===== src/hw/rtl/crp_pkg.sv =====
// Types, codes and helper functions shared by the cell range reference parser.
package crp_pkg;

    // Fixed widths of the result fields.
    localparam int OUT_COL_W = 24;
    localparam int OUT_ROW_W = 32;

    localparam logic [7:0] CHAR_COLON = 8'h3A;
    localparam logic [7:0] CHAR_A     = 8'h41;
    localparam logic [7:0] CHAR_Z     = 8'h5A;
    localparam logic [7:0] CHAR_0     = 8'h30;
    localparam logic [7:0] CHAR_9     = 8'h39;

    typedef enum logic [2:0] {
        ERR_NONE     = 3'd0,
        ERR_FORMAT   = 3'd1,
        ERR_LETTER   = 3'd2,
        ERR_OVERFLOW = 3'd3,
        ERR_ZERO_ROW = 3'd4
    } err_kind_t;

    typedef enum logic [1:0] {
        PH_LETTERS = 2'd0,
        PH_DIGITS  = 2'd1,
        PH_TRAIL   = 2'd2
    } phase_t;

    typedef struct packed {
        phase_t phase;
        logic   seen_letters;
        logic   seen_digits;
        logic   letter_fault;
        logic   column_over;
        logic   row_over;
    } part_flags_t;

    localparam part_flags_t PART_CLEAR = '{
        phase:        PH_LETTERS,
        seen_letters: 1'b0,
        seen_digits:  1'b0,
        letter_fault: 1'b0,
        column_over:  1'b0,
        row_over:     1'b0
    };

    typedef struct packed {
        logic [7:0] char_byte;
        logic       last_char;
    } in_item_t;

    typedef struct packed {
        logic [OUT_COL_W-1:0] start_column;
        logic [OUT_ROW_W-1:0] start_row;
        logic [OUT_COL_W-1:0] end_column;
        logic [OUT_ROW_W-1:0] end_row;
        err_kind_t            error_kind;
    } out_item_t;

    // Error of one part, in priority order.
    function automatic err_kind_t part_error(input part_flags_t f, input logic row_zero);
        err_kind_t e;
        if (!f.seen_letters || !f.seen_digits) begin
            e = ERR_FORMAT;
        end else if (f.letter_fault) begin
            e = ERR_LETTER;
        end else if (f.column_over || f.row_over) begin
            e = ERR_OVERFLOW;
        end else if (row_zero) begin
            e = ERR_ZERO_ROW;
        end else begin
            e = ERR_NONE;
        end
        return e;
    endfunction

endpackage


===== src/hw/rtl/crp_char_step.sv =====
// One character applied to the column and row accumulators of a part.
module crp_char_step #(
    parameter int COL_BITS = 24,
    parameter int ROW_BITS = 32
) (
    input  logic [7:0]          char_byte,
    input  crp_pkg::part_flags_t flags_in,
    input  logic [COL_BITS-1:0] col_in,
    input  logic [ROW_BITS-1:0] row_in,
    output crp_pkg::part_flags_t flags_out,
    output logic [COL_BITS-1:0] col_out,
    output logic [ROW_BITS-1:0] row_out
);
    import crp_pkg::*;

    logic                is_digit;
    logic                is_upper;
    logic [ROW_BITS+3:0] row_ext;
    logic [ROW_BITS+3:0] row_cand;
    logic                row_ovf;
    logic [COL_BITS+4:0] col_ext;
    logic [COL_BITS+4:0] col_cand;
    logic                col_ovf;

    assign is_digit = (char_byte inside {[CHAR_0:CHAR_9]});
    assign is_upper = (char_byte inside {[CHAR_A:CHAR_Z]});

    // row * 10 + digit, overflow when anything lands above the row width
    assign row_ext  = {4'd0, row_in};
    assign row_cand = (row_ext << 3) + (row_ext << 1)
                    + {{ROW_BITS{1'b0}}, char_byte[3:0]};
    assign row_ovf  = (row_cand[ROW_BITS+3:ROW_BITS] != 4'd0);

    // column * 26 + letter value (A = 1)
    assign col_ext  = {5'd0, col_in};
    assign col_cand = (col_ext << 4) + (col_ext << 3) + (col_ext << 1)
                    + {{COL_BITS{1'b0}}, char_byte[4:0]};
    assign col_ovf  = (col_cand[COL_BITS+4:COL_BITS] != 5'd0);

    always_comb begin
        flags_out = flags_in;
        col_out   = col_in;
        row_out   = row_in;
        case (flags_in.phase)
            PH_LETTERS: begin
                if (is_digit) begin
                    flags_out.phase       = PH_DIGITS;
                    flags_out.seen_digits = 1'b1;
                    if (row_ovf) begin
                        flags_out.row_over = 1'b1;
                    end else begin
                        row_out = row_cand[ROW_BITS-1:0];
                    end
                end else begin
                    flags_out.seen_letters = 1'b1;
                    if (!is_upper) begin
                        flags_out.letter_fault = 1'b1;
                    end else if (!flags_in.letter_fault && !flags_in.column_over) begin
                        if (col_ovf) begin
                            flags_out.column_over = 1'b1;
                        end else begin
                            col_out = col_cand[COL_BITS-1:0];
                        end
                    end
                end
            end
            PH_DIGITS: begin
                if (is_digit) begin
                    flags_out.seen_digits = 1'b1;
                    if (!flags_in.row_over) begin
                        if (row_ovf) begin
                            flags_out.row_over = 1'b1;
                        end else begin
                            row_out = row_cand[ROW_BITS-1:0];
                        end
                    end
                end else begin
                    flags_out.phase = PH_TRAIL;
                end
            end
            PH_TRAIL: begin
                flags_out.phase = PH_TRAIL;
            end
            default: begin
                flags_out.phase = PH_TRAIL;
            end
        endcase
    end

endmodule


===== src/hw/rtl/cell_range_reference_parser.sv =====
// Top level of the spreadsheet cell and range reference parser.
//
// The block takes a reference string such as "B7" or "AA10:C3" one item
// (one byte plus a last flag) per cycle and, on the last byte, returns one
// result item with the start and end coordinates and an error code. The
// string splits at its first colon; each part is upper-case column letters
// (bijective base 26, A = 1) followed by decimal row digits, and text after
// the digits is ignored. A missing or empty end part copies the start. Any
// error zeroes all four coordinates; the start part is checked first.
// Columns above 2^COL_BITS-1 and rows above 2^ROW_BITS-1 report overflow;
// the reported coordinates are the accumulators cut or zero-extended to 24
// and 32 bits. The column and row accumulators update with a single
// shift-add multiply per byte, and the result register sits behind that
// logic, so a new item is accepted every cycle unless a finished result is
// stalled by m_ready. A result is registered and appears in the cycle after
// its last byte is accepted. No strings carry state into the next one: the
// parser returns to its reset state after every result.
module cell_range_reference_parser #(
    parameter int COL_BITS = 24,
    parameter int ROW_BITS = 32
) (
    input  logic                aclk,
    input  logic                aresetn,
    input  logic                s_valid,
    output logic                s_ready,
    input  crp_pkg::in_item_t   s_item,
    output logic                m_valid,
    input  logic                m_ready,
    output crp_pkg::out_item_t  m_item
);
    import crp_pkg::*;

    // Parser state for the part in progress and the saved start part.
    part_flags_t         flags_reg,     flags_next;
    logic [COL_BITS-1:0] col_reg,       col_next;
    logic [ROW_BITS-1:0] row_reg,       row_next;
    logic                end_seen_reg,  end_seen_next;
    logic [COL_BITS-1:0] saved_col_reg, saved_col_next;
    logic [ROW_BITS-1:0] saved_row_reg, saved_row_next;
    err_kind_t           pending_reg,   pending_next;

    // Result register.
    logic                m_valid_reg,   m_valid_next;
    out_item_t           m_item_reg,    m_item_next;

    // State after the current byte, before the end-of-string reset.
    part_flags_t         step_flags;
    logic [COL_BITS-1:0] step_col;
    logic [ROW_BITS-1:0] step_row;
    part_flags_t         upd_flags;
    logic [COL_BITS-1:0] upd_col;
    logic [ROW_BITS-1:0] upd_row;
    logic                upd_end_seen;
    logic [COL_BITS-1:0] upd_saved_col;
    logic [ROW_BITS-1:0] upd_saved_row;
    err_kind_t           upd_pending;

    logic                accept;
    logic                split;
    err_kind_t           res_err;
    logic [COL_BITS-1:0] res_sc, res_ec;
    logic [ROW_BITS-1:0] res_sr, res_er;
    logic [COL_BITS+OUT_COL_W-1:0] sc_wide, ec_wide;
    logic [ROW_BITS+OUT_ROW_W-1:0] sr_wide, er_wide;

    crp_char_step #(
        .COL_BITS (COL_BITS),
        .ROW_BITS (ROW_BITS)
    ) u_char_step (
        .char_byte (s_item.char_byte),
        .flags_in  (flags_reg),
        .col_in    (col_reg),
        .row_in    (row_reg),
        .flags_out (step_flags),
        .col_out   (step_col),
        .row_out   (step_row)
    );

    // Take a new item whenever the result register is empty or draining.
    assign s_ready = !m_valid_reg || m_ready;
    assign accept  = s_valid && s_ready;
    assign m_valid = m_valid_reg;
    assign m_item  = m_item_reg;

    // Only the first colon splits the string; later ones are ordinary bytes.
    assign split = (s_item.char_byte == CHAR_COLON) && !end_seen_reg;

    always_comb begin
        if (split) begin
            upd_flags     = PART_CLEAR;
            upd_col       = '0;
            upd_row       = '0;
            upd_end_seen  = 1'b1;
            upd_saved_col = col_reg;
            upd_saved_row = row_reg;
            upd_pending   = part_error(flags_reg, row_reg == '0);
        end else begin
            upd_flags     = step_flags;
            upd_col       = step_col;
            upd_row       = step_row;
            upd_end_seen  = end_seen_reg;
            upd_saved_col = saved_col_reg;
            upd_saved_row = saved_row_reg;
            upd_pending   = pending_reg;
        end
    end

    // Assemble the result from the updated state.
    always_comb begin
        if (!upd_end_seen) begin
            res_err = part_error(upd_flags, upd_row == '0);
            res_sc  = upd_col;
            res_sr  = upd_row;
            res_ec  = upd_col;
            res_er  = upd_row;
        end else begin
            res_err = upd_pending;
            res_sc  = upd_saved_col;
            res_sr  = upd_saved_row;
            res_ec  = upd_saved_col;
            res_er  = upd_saved_row;
            // An empty end part keeps the start; otherwise check and use it.
            if (upd_pending == ERR_NONE
                && (upd_flags.seen_letters || upd_flags.seen_digits)) begin
                res_err = part_error(upd_flags, upd_row == '0);
                res_ec  = upd_col;
                res_er  = upd_row;
            end
        end
        // Drop all coordinates on any error.
        if (res_err != ERR_NONE) begin
            res_sc = '0;
            res_sr = '0;
            res_ec = '0;
            res_er = '0;
        end
    end

    assign sc_wide = {{OUT_COL_W{1'b0}}, res_sc};
    assign ec_wide = {{OUT_COL_W{1'b0}}, res_ec};
    assign sr_wide = {{OUT_ROW_W{1'b0}}, res_sr};
    assign er_wide = {{OUT_ROW_W{1'b0}}, res_er};

    always_comb begin
        flags_next     = flags_reg;
        col_next       = col_reg;
        row_next       = row_reg;
        end_seen_next  = end_seen_reg;
        saved_col_next = saved_col_reg;
        saved_row_next = saved_row_reg;
        pending_next   = pending_reg;
        m_valid_next   = m_valid_reg;
        m_item_next    = m_item_reg;

        // Retire the held result once it is taken.
        if (m_valid_reg && m_ready) begin
            m_valid_next = 1'b0;
        end

        if (accept) begin
            if (s_item.last_char) begin
                // Emit the result and return to the reset state.
                m_valid_next              = 1'b1;
                m_item_next.start_column  = sc_wide[OUT_COL_W-1:0];
                m_item_next.start_row     = sr_wide[OUT_ROW_W-1:0];
                m_item_next.end_column    = ec_wide[OUT_COL_W-1:0];
                m_item_next.end_row       = er_wide[OUT_ROW_W-1:0];
                m_item_next.error_kind    = res_err;
                flags_next     = PART_CLEAR;
                col_next       = '0;
                row_next       = '0;
                end_seen_next  = 1'b0;
                saved_col_next = '0;
                saved_row_next = '0;
                pending_next   = ERR_NONE;
            end else begin
                flags_next     = upd_flags;
                col_next       = upd_col;
                row_next       = upd_row;
                end_seen_next  = upd_end_seen;
                saved_col_next = upd_saved_col;
                saved_row_next = upd_saved_row;
                pending_next   = upd_pending;
            end
        end
    end

    always_ff @(posedge aclk) begin
        if (!aresetn) begin
            flags_reg     <= PART_CLEAR;
            col_reg       <= '0;
            row_reg       <= '0;
            end_seen_reg  <= 1'b0;
            saved_col_reg <= '0;
            saved_row_reg <= '0;
            pending_reg   <= ERR_NONE;
            m_valid_reg   <= 1'b0;
        end else begin
            flags_reg     <= flags_next;
            col_reg       <= col_next;
            row_reg       <= row_next;
            end_seen_reg  <= end_seen_next;
            saved_col_reg <= saved_col_next;
            saved_row_reg <= saved_row_next;
            pending_reg   <= pending_next;
            m_valid_reg   <= m_valid_next;
        end
    end

    // Payload needs no reset.
    always_ff @(posedge aclk) begin
        m_item_reg <= m_item_next;
    end

endmodule


===== config.mk =====
export PLATFORM = sky130hd
export DESIGN_NAME = cell_range_reference_parser
export DESIGN_NICKNAME = d
export VERILOG_FILES = /design/src/hw/rtl/crp_pkg.sv /design/src/hw/rtl/crp_char_step.sv /design/src/hw/rtl/cell_range_reference_parser.sv
export SDC_FILE = /design/constraint.sdc
export NUM_CORES = 1
export LEC_CHECK = 0
export BUFFER_PORTS_ARGS = -buffer_cell sky130_fd_sc_hd__buf_2
export CAP_MARGIN = 30
export CORE_MARGIN = 5
export CORE_UTILIZATION = 41
export DETAILED_ROUTE_END_ITERATION = 10
export PLACE_DENSITY = 0.56
export SLEW_MARGIN = 20
export SYNTH_ARGS = -nofsm -noshare
export SYNTH_HDL_FRONTEND = slang
export SYNTH_SLANG_ARGS = --single-unit

===== constraint.sdc =====
create_clock -name aclk -period 7.06 [get_ports aclk]
set_input_delay 1.765 -clock aclk [delete_from_list [all_inputs] [get_ports aclk]]
set_output_delay 1.765 -clock aclk [all_outputs]
set_load 0.05 [all_outputs]

==> metrics.md, run 1 <==
| Metric | Value |
|---|---|
| Status | complete, no violations |
| Congestion Overflow GR | 0 |
| Unrepaired setup endpoints after global routing | false |
| Setup Skew | 0.02551 ns |
| Setup TNS | 0 ns |
| Clk root buf | clkbuf_16 |
| # diodes | 0 |
| First-pass GRT wire length | 80980 um |
| Post-synth design cell area | about 16000 sq um |
| CP Cell Sequence | buf_2, inv_1, fa_1, inv_1, fa_1, a211oi_1, o21a_2, a211oi_2, o211a_1, o2111a_1, a211oi_2, or3_1, a21oi_2, buf_12, o22a_1, nor4_1, a41oi_1, o31ai_4, buf_12, buf_12, nor2_2 |
| Min Tclk post-route | 6.321 ns |
| VDD IR max | around 150 uV |
| TritonCTS clock tree | built |
| DIE AREA | 43720 sq um |
| Worst Max-Slew Pin Slew | 0.8924 ns |
| Total CTS buffers | 27 |
| Starting Density | 41.19% |
| Core Rows | 73 |
| Worst-Skew Late Latency | 0.56 ns |
| GPL Wtd Cong | 0.9591 |
| Clock-pin transition on the worst setup and hold timing paths | 0.06 ns |
| Mean Syn Cell Area | slightly below 9 sq um |
| Hold_buf cts | 0 |
| Critical path class | in -> reg |
| Top Ports | 130 |
| Yosys top cell area share | 21.25% |
| PwrDens | 167.7 nW/um^2 |
| Maximum clock rate | 158.2 MHz |
| Final Hold Viols | 0 |
| Top_reg_cell synth | dfxtp_1 |
| CTS Sinks | 239 |
| # setup viols final | 0 |
| Synth Register Bits | 239 |
| Synthesized Nets | slightly below 2000 |
| # H-tree levels | 1 |
| Crit end category | flip-flop |
| Top post-synthesis cells by area | edfxtp_1 21%, dfxtp_1 15%, ha_1 9.0%, a21oi_1 6.3%, a22oi_1 4.2% |
| Detailed Route Iter0 Violations | 1362 |
| Ratio of cells with drive above 1 in the final layout | 17.62% |
| Crit share post-route | 89.53% |
| Initial antenna violation count | 0 |
| Clock Path Buffers | 3 |
| Synth unique cells | 81 |
| Die width | 209.1 um |
| Fillers | 3827 |
| Routed Antenna Nets | 0 |
| Hold WC Path Type | reg -> reg |
| Slew headroom | 40.51% |
| Register area share after synthesis | a little over a third |
| Core Area | 39460 sq um |
| I/O Buffers | 129 |
| Avg WL per Cell | 20.76 um |
| Async SR Flop Fraction | 0% |
| Crit start category | primary input |
| Cell area after layout | 18490 sq um |
| GR Util All Layers | between 20% and 30% |
| Routed wire length | 51550 um |
| Vias in the first global route | 13830 |
| Critical path data required time | 7.35 ns |
| Die Y | 209.1 um |
| Setup repair bufs after CTS | 0 |
| Placed cell area | 17640 sq um |
| Crit-path max cell delay | 0.54 ns |
| Via count | around 14000 |
| DRT Pass-1 Iters | 6 |
| Final core utilization | between 40 and 50% |
| Largest net degree at the start of global routing | 84 |
| P_leak | 7.239 nW |
| Vias per cell | approximately 5.8 |
| Max Transition Viols Final | 0 |
| Fin nets | 2094 |
| Worst-path fanout max | 16 |
| Setup WS post-layout | between 0.7 and 0.8 ns |
| Post-CTS Resized | 0 |
| Synth area leader | edfxtp_1 |
| EDFF count, synth | 115 |
| Most frequent CP cell | buf_12 |
| Pre-CTS setup slack | 0.1981 ns |
| Max reg flops | 115 |
| DRC | 0 |
| Max cap viols | 0 |
| Gate Count Post-Synth | about 1800 |
| Detailed Place HPWL | between 30000 and 40000 um |
| Synth Warn # | 0 |
| Data arrival, critical path | 6.61 ns |
| Area delta synth->final | 13.79% |
| Worst-path cell with the longest stage delay | fa_1 |
-- cell usage after synthesis (4+ instances only) --
cell	n
a21oi_1	205
nor2_1	169
nand2_1	147
dfxtp_1	124
ha_1	117
edfxtp_1	115
nor2b_1	96
a22oi_1	90
o21ai_0	84
clkbuf_1	82
nor2_2	76
inv_1	55
and2_1	40
mux2i_1	35
xnor2_1	30
a211oi_1	29
fa_1	26
nor3_1	23
a21o_1	21
o22ai_1	18
a311oi_1	16
nor4_1	15
buf_6	14
o211ai_1	14
nand3_1	12
xor2_1	12
nand4_1	11
nand2b_1	10
buf_1	9
o21bai_1	9
a31oi_1	7
and3_1	7
o21ai_1	7
o22a_1	7
o31ai_1	7
a211oi_2	6
o21a_1	6
a211o_1	4
buf_2	4
or2_2	4
or3_1	4
-- area by class of cell --
type                            count  area [sq um]  share of cell area (%)
Timing Repair Buffer              193          1241                   6.711
Sequential cell                   239          5939                   32.12
Tap cell                          525         656.9                   3.552
Clock inverter                      7         63.81                  0.3450
Multi-Input combinational cell   1422          9632                   52.08
Clock buffer                       42         752.0                   4.066
Inverter                           55         209.0                   1.130
-- worst max-delay path: cells and delay by family --
family / cells / cell delay [ns]
adders and majority gates: 2 / 0.99
and+or+nand+nor: 3 / 0.68
AOI/OAI and AO/OA: 10 / 2.35
buffers and inverters: 6 / 0.79
-- cells in the final DEF (no fill, tap or decap), types with 6 or more instances in the layout --
cell	n
a211oi_1	29
a211oi_2	6
a21o_1	21
a21oi_1	205
a22oi_1	90
a311oi_1	16
a31oi_1	7
and2_1	40
and3_1	7
buf_12	7
buf_2	129
buf_4	55
clkbuf_1	13
clkbuf_16	27
dfxtp_1	123
edfxtp_1	115
fa_1	26
ha_1	117
inv_1	54
mux2i_1	35
nand2_1	145
nand2b_1	10
nand3_1	12
nand4_1	11
nor2_1	166
nor2_2	77
nor2b_1	96
nor3_1	23
nor4_1	14
o211ai_1	14
o21a_1	6
o21ai_0	84
o21ai_1	6
o21bai_1	9
o22a_1	7
o22ai_1	18
o31ai_1	7
xnor2_1	30
xor2_1	12
-- metrics by stage --
stage / hold WS, ns / power, mW / cells
finish: 0.5197 / 3.101 / 2483
global route: 0.5761 / 3.200 / 2483
CTS: 0.5169 / 3.120 / 2481
detailed placement: 0.5065 / 1.801 / 2432
global placement: 0.5089 / 1.800 / 2432
floorplan: 0.4737 / 1.713 / 1825
-- per-layer routing --
layer | track usage, % | up-vias | wire length (um)
met5 | 0 | - | 0
met4 | 5.176 | 0 | 946
met3 | 4.144 | 65 | 4341
met2 | 33.30 | 577 | 21720
met1 | 34.97 | 6909 | 24540
li1 | - | 6873 | -
-- worst paths after layout --
check                                  from                        end  slack (ns)  cells after the start
setup / recovery                  s_item[4]   m_item[64]$_SDFFCE_PP0P_        0.74                     21
hold / removal    flags_reg[3]$_SDFFE_PN0P_  flags_reg[3]$_SDFFE_PN0P_        0.52                      2
setup reg to reg    row_reg[0]$_SDFFE_PN0P_   m_item[64]$_SDFFCE_PP0P_        1.51                     20
hold reg to reg   flags_reg[3]$_SDFFE_PN0P_  flags_reg[3]$_SDFFE_PN0P_        0.52                      2
-- kinds of logic after synthesis --
kind of cell | share of synthesized area (%)
simple gates | 19.22
flops | 36.52
compound gates | 22.86
buf+inv | 4.465
mux | 2.456
fa+ha+maj | 12.21
xor+xnor | 2.263
-- power by group --
| group | total, mW | switching (mW) | leakage [nW] | internal, mW |
|---|---|---|---|---|
| clock | 1.33 | 0.564 | 0.393 | 0.764 |
| combinational | 0.284 | 0.216 | 4.76 | 0.0685 |
| sequential | 1.49 | 0.0133 | 2.09 | 1.48 |
| total | 3.10 | 0.793 | 7.24 | 2.31 |
No activity file was read; power rests on OpenSTA's default activity.
==> run 2, diff against run 1 <==
--- a/config.mk
+++ b/config.mk
@@ -5,10 +5,12 @@
 export SDC_FILE = /design/constraint.sdc
 export NUM_CORES = 1
 export LEC_CHECK = 0
+export ABC_AREA = 1
 export BUFFER_PORTS_ARGS = -buffer_cell sky130_fd_sc_hd__buf_2
 export CAP_MARGIN = 30
 export CORE_MARGIN = 5
 export CORE_UTILIZATION = 41
+export CTS_CLUSTER_DIAMETER = 60
 export DETAILED_ROUTE_END_ITERATION = 10
 export PLACE_DENSITY = 0.56
 export SLEW_MARGIN = 20
==> run 2 against run 1 <==
  * Non-clock buffer count shrank 41
  * Count of clock-buffer cells in the layout shrank 15
  * Critical endpoint is now m_item[44]$_SDFFCE_PP0P_
  * Wire length increased by 7.8%
  * Via count is 16% higher
  * Critical path depth grew 6
  * Synthesized cell count is 37% higher
  * Core utilization shrank 1.2 points
  * Sequential share of layout area down 1.8 points
  * Global-route usage shrank 0.10 points
  * Register-to-register slack better by 0.30 ns
  * Combinational power is 98% higher
  * Final cell count increased by 28%
==> metrics.md, run 2 <==
| Metric | Value |
|---|---|
| Total Power | between 3 and 4 mW |
| CTS Sinks | about 240 |
| DRC | 0 |
| Min Tclk post-route | approximately 6.1 ns |
| First-pass GRT wire length | 87000 um |
| # diodes | 0 |
| Maximum clock rate | 163.9 MHz |
| Congestion Overflow GR | 0 |
| Core Area | 42890 sq um |
| Reg2Reg Launch Point | row_reg[0]$_SDFFE_PN0P_ |
| Initial antenna violation count | 1 |
| Pre-CTS setup slack | approximately 0.48 ns |
| Worst-Skew Late Latency | between 0.5 and 0.6 ns |
| Mean Syn Cell Area | 7.085 sq um |
| Worst R2R Path Depth | 26 |
| Detailed Route Iter0 Violations | 2013 |
| Detailed Place HPWL | 41650 um |
| Largest net degree at the start of global routing | between 80 and 90 |
| Area delta synth->final | 10.54% |
| Ratio of cells with drive above 1 in the final layout | 11.99% |
| Vias per cell | 5.285 |
| Critical path data required time | roughly 7.4 ns |
| PwrDens | 177.5 nW/um^2 |
| Top cell family by delay on the critical path | simple AND/OR/NAND/NOR gates |
| Worst Max-Slew Pin Slew | between 0.9 and 1 ns |
| # H-tree levels | 1 |
| Post-synth design cell area | around 18000 sq um |
| Max cap viols | 0 |
| Starting Density | 41.34% |
| Clock-pin transition on the worst setup and hold timing paths | ~0.06 ns |
| RR Endpoint | m_item[44]$_SDFFCE_PP0P_ |
| Async SR Flop Fraction | 0% |
| Most frequent CP cell | nand2_1 |
| Synth unique cells | 49 |
| Crit share post-route | 86.43% |
| Setup repair bufs after CTS | 0 |
| GR Util All Layers | 22.69% |
| Max Transition Viols Final | 0 |
| Final Hold Viols | 0 |
| Crit end category | flip-flop |
| Avg WL per Cell | 17.52 um |
| # setup viols final | 0 |
| Hold WC Path Type | reg -> reg |
| Routed wire length | 55560 um |
| P_leak | 9.101 nW |
| Routed Antenna Nets | 0 |
| Crit start category | primary input |
| Slew headroom | 37.70% |
| DRT Pass-1 Iters | 6 |
| GPL Wtd Cong | 0.9694 |
| Yosys top cell area share | about 19% |
| Data arrival, critical path | 6.47 ns |
| DIE AREA | roughly 47000 sq um |
| Top post-synthesis cells by area | edfxtp_1 19%, nand2_1 15%, dfxtp_1 14%, ha_1 8.3%, a21oi_1 6.8% |
| Gate Count Post-Synth | 2502 |
| Count leader, synth | nand2_1 |
| Synth Register Bits | 239 |
| Worst-path cell with the longest stage delay | fa_1 |
| Setup TNS | 0 ns |
| Top Ports | 130 |
| TritonCTS clock tree | built |
| CP startpoint | s_item[4] |
| Core Rows | 76 |
| Fillers | 4410 |
| Max reg flops | 115 |
| Final core utilization | 45.69% |
| Top_reg_cell synth | dfxtp_1 |
| Register area share after synthesis | 33.48% |
| Die width | 217.9 um |
| Via count | 16760 |
| Status | complete, no violations |
| Clk root buf | clkbuf_16 |
| CP Depth | 27 |
| Reg2Reg Setup Slack | around 1.8 ns |
| VDD IR max | around 160 uV |
| CP Capture Point | m_item[44]$_SDFFCE_PP0P_ |
| Hold_buf cts | 0 |
| Bufs and invs on worst path | 5 |
| Setup Skew | around 0.021 ns |
| Critical path class | in -> reg |
| Clock Path Buffers | 3 |
| Unrepaired setup endpoints after global routing | false |
| Synth Warn # | 0 |
| EDFF count, synth | between 100 and 150 |
| Worst-path fanout max | 75 |
| Synthesized Nets | 2658 |
| Setup WS post-layout | 0.9578 ns |
| Synth area leader | edfxtp_1 |
| Synth top cells by count | 707 x nand2_1, 267 x inv_1, 240 x a21oi_1 |
| Post-CTS Resized | 0 |
| Die Y | 217.9 um |
| Crit-path max cell delay | 0.54 ns |
| Leading cell type in the layout, fill and taps excluded | nand2_1 |
| Fin nets | roughly 2700 |
| Total CTS buffers | 25 |
| I/O Buffers | 129 |
| Most frequent cells in the layout | 705 x nand2_1, 265 x inv_1, 240 x a21oi_1, 199 x o21ai_0, 168 x nor2_1 |
| Vias in the first global route | ~15000 |
-- run 2: cell types whose count changed after synthesis, moves of 35 or more --
cell,before,now
inv_1,55,267
o21ai_0,84,199
nor2b_1,96,0
and2_1,40,0
nand3_1,12,131
a22oi_1,90,0
a21oi_1,205,240
nand2_1,147,707
-- run 2: routing by layer --
layer / routed length [um] / track usage [%]
met5: 7 / 0
met4: 596 / 3.245
met1: 28590 / 38.65
met2: 21780 / 30.94
met3: 4593 / 2.152
-- run 2: kinds of logic after synthesis --
family	synth area share, %
multiplexers	0.9599
AND/OR/NAND/NOR	27.67
XOR/XNOR	2.125
flip-flops	33.48
adder cells (fa/ha/maj)	11.19
buffers and inverters	9.288
AO/OA/AOI/OAI	15.28
-- run 2: power by group --
group	total (mW)	switching [mW]	internal, mW
combinational	0.561	0.415	0.146
sequential	1.51	0.0261	1.48
clock	1.41	0.576	0.835
-- run 2: worst reg2reg max path, stage by stage, from the launching register on --
cell and delay, ns:
dfxtp_1 0.43, inv_1 0.19, fa_1 0.53, inv_1 0.07
fa_1 0.45, nand3_1 0.09, nand3_1 0.13, nand2_1 0.09
nand2_1 0.10, nand2_1 0.10, nand2_2 0.08, nand2_1 0.09
nand2_1 0.05, nand2_1 0.07, nand2_2 0.08, nor2_8 0.32
nand2_4 0.34, inv_2 0.22, o21ai_1 0.09, nand2_1 0.07
nand2_1 0.08, nor2_1 0.32, o21ai_0 0.25, nor2_1 0.24
nand3_4 0.11, buf_12 0.22, nor2_1 0.29
-- run 2: final cells by class --
cell class                 count  area, sq um  area share [%]
tap                          585        732.0           3.735
clock inverter                19        232.7           1.188
inverter                     275         1033           5.274
clock buffer                  27        633.1           3.231
multi-input combinational   1874        10180           51.98
sequential                   239         5936           30.29
timing repair buffer         152        843.3           4.304
-- run 2: through the flow --
| stage | area [sq um] | hold WS, ns | instances |
|---|---|---|---|
| final | 19600 | 0.4635 | 3171 |
| after global routing | 19600 | 0.4792 | 3171 |
| after CTS | 19580 | 0.4638 | 3170 |
| after detailed placement | 18710 | 0.4542 | 3124 |
| after global placement | 18710 | 0.4470 | 3124 |
| after floorplan | 17730 | 0.4406 | 2502 |
-- run 2: worst min-delay path by stage --
| stage | startpoint | endpoint | slack [ns] | cells after the start |
|---|---|---|---|---|
| after floorplan | saved_row_reg[31]$_SDFFE_PN0P_ | saved_row_reg[31]$_SDFFE_PN0P_ | 0.44 | 2 |
| after global placement | saved_col_reg[13]$_SDFFE_PN0P_ | saved_col_reg[13]$_SDFFE_PN0P_ | 0.45 | 2 |
| after detailed placement | saved_col_reg[23]$_SDFFE_PN0P_ | saved_col_reg[23]$_SDFFE_PN0P_ | 0.45 | 2 |
| after CTS | saved_col_reg[23]$_SDFFE_PN0P_ | saved_col_reg[23]$_SDFFE_PN0P_ | 0.46 | 2 |
| after global routing | saved_row_reg[15]$_SDFFE_PN0P_ | saved_row_reg[15]$_SDFFE_PN0P_ | 0.48 | 2 |
| final | saved_col_reg[9]$_SDFFE_PN0P_ | saved_col_reg[9]$_SDFFE_PN0P_ | 0.46 | 2 |
